`config.mk`:
```
export PLATFORM = sky130hd
export DESIGN_NAME = grne_queue
export DESIGN_NICKNAME = d
export VERILOG_FILES = /design/src/design/grne_pkg.sv /design/src/design/grne_queue.sv
export SDC_FILE = /design/constraint.sdc
export NUM_CORES = 1
export LEC_CHECK = 0
export BUFFER_PORTS_ARGS = -buffer_cell sky130_fd_sc_hd__buf_2
export CAP_MARGIN = 10
export CORE_MARGIN = 2
export CORE_UTILIZATION = 52
export CTS_CLUSTER_DIAMETER = 40
export DETAILED_ROUTE_END_ITERATION = 8
export PLACE_DENSITY_LB_ADDON = 0.08
export SLEW_MARGIN = 20
export SYNTH_ARGS = -nofsm -noshare
export SYNTH_HDL_FRONTEND = slang
export SYNTH_SLANG_ARGS = --single-unit
```
`constraint.sdc`:
```
create_clock -name clock -period 7.4 [get_ports clock]
set_input_delay 0.74 -clock clock [delete_from_list [all_inputs] [get_ports clock]]
set_output_delay 0.74 -clock clock [all_outputs]
set_load 0.05 [all_outputs]
```
`src/design/grne_pkg.sv`:
```
`timescale 1ns / 1ps
package grne_pkg;

   // Default grid dimensions of the store
   localparam int GRID_W_DEF = 64;
   localparam int GRID_H_DEF = 64;

   // Depth of the queue between front and back
   localparam int QDEPTH = 2;

   // func codes
   localparam logic FUNC_WRITE  = 1'b0;
   localparam logic FUNC_EXPAND = 1'b1;

   // Result kinds
   localparam logic [2:0] KIND_TOWARD  = 3'd0;
   localparam logic [2:0] KIND_SIDE    = 3'd1;
   localparam logic [2:0] KIND_AWAY    = 3'd2;
   localparam logic [2:0] KIND_REACHED = 3'd3;
   localparam logic [2:0] KIND_NONE    = 3'd4;

   // Configuration register indexes
   localparam logic [1:0] CSR_GRID_WIDTH  = 2'd0;
   localparam logic [1:0] CSR_GRID_HEIGHT = 2'd1;
   localparam logic [1:0] CSR_TARGET_X    = 2'd2;
   localparam logic [1:0] CSR_TARGET_Y    = 2'd3;

   typedef enum logic [1:0] {
      OP_WRITE,
      OP_REACH,
      OP_EXPAND
   } op_type;

   typedef enum logic [2:0] {
      B_CLEAR,
      B_IDLE,
      B_READ,
      B_EVAL,
      B_FLUSH
   } back_state_type;

   typedef struct packed {
      logic [6:0] grid_width;
      logic [6:0] grid_height;
      logic [5:0] target_x;
      logic [5:0] target_y;
   } cfg_type;

   // One neighbor, precomputed by the front (coords one wider: can reach 64)
   typedef struct packed {
      logic       ok;
      logic [6:0] x;
      logic [6:0] y;
      logic [2:0] kind;
   } nbr_type;

   typedef struct packed {
      op_type          op;
      logic [5:0]      x;
      logic [5:0]      y;
      logic [15:0]     cost;
      logic [15:0]     ncost;
      logic            blk;
      logic            clm;
      nbr_type [3:0]   nbr;
   } entry_type;

   typedef struct packed {
      logic empty;
      logic full;
   } qstat_type;

   typedef struct packed {
      logic        strobe;
      logic [2:0]  kind;
      logic [5:0]  x;
      logic [5:0]  y;
      logic [15:0] cost;
      logic        last;
   } rsp_type;

endpackage

```
`src/design/grne_queue.sv`:
```
`timescale 1ns / 1ps
module grne_queue (
   input  logic                clock,
   input  logic                reset,
   input  logic                push,
   input  grne_pkg::entry_type push_data,
   input  logic                pop,
   output grne_pkg::entry_type head,
   output grne_pkg::qstat_type qstat
);
   import grne_pkg::*;

   localparam int PW = (QDEPTH > 1) ? $clog2(QDEPTH) : 1;
   localparam int CW = $clog2(QDEPTH + 1);

   entry_type      slot_ff [QDEPTH];
   logic [PW-1:0]  wr_ptr_ff;
   logic [PW-1:0]  wr_ptr_in;
   logic [PW-1:0]  rd_ptr_ff;
   logic [PW-1:0]  rd_ptr_in;
   logic [CW-1:0]  count_ff;
   logic [CW-1:0]  count_in;

   always_comb begin
      wr_ptr_in = wr_ptr_ff;
      rd_ptr_in = rd_ptr_ff;
      count_in  = count_ff;
      if (push) begin
         wr_ptr_in = (wr_ptr_ff == PW'(QDEPTH - 1)) ? '0 : wr_ptr_ff + 1'b1;
      end
      if (pop) begin
         rd_ptr_in = (rd_ptr_ff == PW'(QDEPTH - 1)) ? '0 : rd_ptr_ff + 1'b1;
      end
      if (push && !pop) begin
         count_in = count_ff + 1'b1;
      end else if (pop && !push) begin
         count_in = count_ff - 1'b1;
      end
   end

   always_ff @(posedge clock) begin
      if (reset) begin
         wr_ptr_ff <= '0;
         rd_ptr_ff <= '0;
         count_ff  <= '0;
      end else begin
         wr_ptr_ff <= wr_ptr_in;
         rd_ptr_ff <= rd_ptr_in;
         count_ff  <= count_in;
      end
   end

   always_ff @(posedge clock) begin
      if (push) begin
         slot_ff[wr_ptr_ff] <= push_data;
      end
   end

   assign head        = slot_ff[rd_ptr_ff];
   assign qstat.empty = (count_ff == '0);
   assign qstat.full  = (count_ff == CW'(QDEPTH));

   a_no_overflow: assert property (@(posedge clock) disable iff (reset)
      push |-> (count_ff != CW'(QDEPTH)) || pop)
      else $error("queue push while full");

   a_no_underflow: assert property (@(posedge clock) disable iff (reset)
      pop |-> (count_ff != '0))
      else $error("queue pop while empty");

endmodule

```
==> out/results.md <==
### Timing
• false — setup repair after global routing missed its margin
• 0 — hold violation count in the final report
• 0.8686 ns — Worst-Margin Slew
• 48.85% — final clock period utilization by the worst path
• 0 — count of final max-slew check failures
• 0 ns — sum of negative setup slack
• 0.3988 ns — worst hold margin
• 3.615 ns — min cycle time layout
• 0.2766 GHz — Highest Clock Rate
• 42.09% — Rel. slew slack
• 0 — final count of negative-setup-slack endpoints
• 0.01117 ns — setup skew after layout

### Power and ir drop
• 26.29% — net switching share of the total power
• 40.6% — clock network fraction of design power
• 2.718 mW — Internal
• 324.2 nW/um^2 — power density over cell area
• 238.0 uV — Max rail drop VDD
• 4.297 nW — leakage component of the power
• 3.688 mW — overall power
• 44.9% — register share of total power
• 14.6% — share of total power in combinational logic
• 0.9694 mW — net load switching power

### Cells and area
• 245 x sky130_fd_sc_hd__buf_2, 240 x sky130_fd_sc_hd__edfxtp_1, 120 x sky130_fd_sc_hd__mux2_2 — top library cells by usage in the layout, fill and taps aside
• 68.35% — final design utilization
• 61.52% — fraction of final layout cells sized beyond drive strength 1
• 27.81% — growth of design area from synthesis to finish
• 788 — nets
• sky130_fd_sc_hd__buf_2 — most common cell after layout, fill and taps aside

### Yosys
• 8900 sq um — Netlist Area Pre-Place
• 395 — Synth Instances
• 22.53 sq um — Post-Synthesis Mean Instance Area
• 82.10% — Seq/Total Area, Yosys
• 520 — synthesized netlist net count
• 16 — count of cell types in the netlist
• 0 — warnings from Yosys
• 245 — number of register bits inferred by synthesis

### Routing
• 5.014 — via/cell ratio
• 4568 — vias after detailed routing
• 4 — iteration count of the initial detailed-routing pass
• 18.29 microns — average wire per standard cell
• 227 — starting DRC count in detailed routing
• 0 — DRC Markers
• 0 — ANT nets after route
• 16660 microns — final wirelength

### Clock network
• 0 — number of cells upsized or downsized after cts
• built — clock tree from TritonCTS
• 1 — H-tree lvl count
• 30 — TritonCTS Buffers
• 0.06 ns — Worst-path clk slew
• 0.53 ns — insertion delay to the later sink of the worst-skew pair
• sky130_fd_sc_hd__clkbuf_16 — root buffer cell
• 3 — clock tree buffer depth
• 0 — Post CTS Setup Buffer Count
• 245 — clock tree sinks
• 0 — cts hold-fix bufs

### Min path
• in2reg — kind of path behind the tightest hold check
• 1 — hold depth
• slot_ff[0][107] — endpoint of the worst hold path
• push_data[107] — startpoint of the most critical hold path

### Placed design
• 0.7389 — gp weighted congestion
• 245 — Port-buffer cells
• 10930 microns — dpl hpwl

### Floorplanning
• 16640 sq um — total core area
• 246 — IO Count
• 18180 sq um — die area
• 47 — number of cell rows
• 134.8 microns — die extent in y
• 53.48% — initial cell density of the core
• 134.8 microns — die outline width

### Global routing
• 65 — maximum number of pins on one net before global-route repair
• 4757 — via count of the first global-routing pass
• 0 — sum of overflow across all layers after global routing
• 7 — antenna violations before repair
• 24720 microns — first-pass GRT wire length
• 20.46% — GRT met1 Usage
• 17.73% — aggregate global-route resource usage
• 30.34% — GRT met2 Usage
• 7.020% — met3 demand-to-capacity share in global routing
• met2 — busiest grt layer

### Status
• finished, final reports clean — outcome

### Worst setup path
• flop — type of element launching the critical path
• 2 — depth of the worst register-to-register path
• 2.88 ns — worst endpoint data arrival time
• 6.66 ns — required time at the endpoint of the critical path
• 5.04 ns — flop-to-flop setup slack
• 64 — largest driver fanout on the critical path
• buf_4, mux2_2, buf_2 — ordered list of cells on the worst path
• primary output — Critical Path Sink Type
• reg2out — critical path class
• sky130_fd_sc_hd__dfxtp_4 — worst-path cell with the longest stage delay
• 0.90 ns — maximum cell stage delay along the critical path
• wr_ptr_ff — beginning of the worst register-to-register path
• slot_ff[1][84] — r2r endpoint

### Run
• 0 — max_cap viols

==> cell usage after synthesis, drive strengths merged <==
| cell | instances | share of area [%] |
|---|---|---|
| ha | 1 | 0.14 |
| and2b | 1 | 0.098 |
| inv | 1 | 0.042 |
| and2 | 1 | 0.070 |
| or3 | 1 | 0.070 |
| o21ai | 1 | 0.056 |
| xnor2 | 2 | 0.20 |
| a21oi | 1 | 0.056 |
| mux2 | 120 | 15 |
| buf | 13 | 1.5 |
| dfxtp | 5 | 1.1 |
| xor2 | 2 | 0.20 |
| nor2 | 5 | 0.21 |
| edfxtp | 240 | 81 |
| nor2b | 1 | 0.070 |
==> per-layer routing <==
metal | vias up | part of all wire [%]
met5 | - | 0.26
met4 | 6 | 2.2
met3 | 35 | 9.6
met2 | 173 | 50
met1 | 2239 | 38
li1 | 2115 | -
==> stage by stage <==
stage / setup WS, ns / cell area [sq um] / cells
CTS: 3.726 / 11360 / 906
global route: 3.621 / 11370 / 910
finish: 3.785 / 11370 / 911
global placement: 4.326 / 10310 / 851
detailed placement: 4.287 / 10310 / 851
floorplan: 0.8387 / 8900 / 395
==> registers in the layout, indices dropped and copies added (netlist names), named ones only <==
register	flops
wr_ptr_ff	1
rd_ptr_ff	1
slot_ff	240
count_ff	2
==> power by group through the flow <==
stage	Clock, mW	Sequential, mW	Combinational, mW
after floorplan	0	1.67	0.425
after global placement	0	1.68	0.536
after detailed placement	0	1.68	0.541
after CTS	1.53	1.66	0.543
after global routing	1.58	1.66	0.563
final	1.50	1.65	0.537
==> worst max path at each step <==
stage,end,slack [ns],depth (start not counted)
floorplan,slot_ff[0][0],0.84,1
global placement,head[99],4.33,3
detailed placement,head[99],4.29,3
CTS,head[99],3.73,3
global route,head[101],3.62,3
finish,head[91],3.78,3
==> worst max-delay path, delay by kind of cell, from the launching register on <==
family                 cells  cell delay (ns)
DFF                        1             0.90
muxes                      1             0.43
buffers and inverters      2             0.94
==> cell type report <==
class / instances / area (sq um)
antenna: 5 / 12.51
inverter: 1 / 3.754
clock inverter: 21 / 264.0
clock buffer: 34 / 787.0
fill: 1134 / 5268
tap: 220 / 275.3
sequential: 245 / 7311
timing repair buffer: 249 / 1256
multi-input combinational: 136 / 1465
==> logic make-up after synthesis <==
kind of cell	count (synthesis)	share of synthesized area (%)
AOI/OAI and AO/OA	2	0.1124
xor gates and xnor gates	4	0.3937
adders and majority gates	1	0.1406
buffers and inverters	14	1.546
DFF	245	82.10
muxes	120	15.18
and+or+nand+nor	9	0.5203
(Power assumes the default switching activity.)
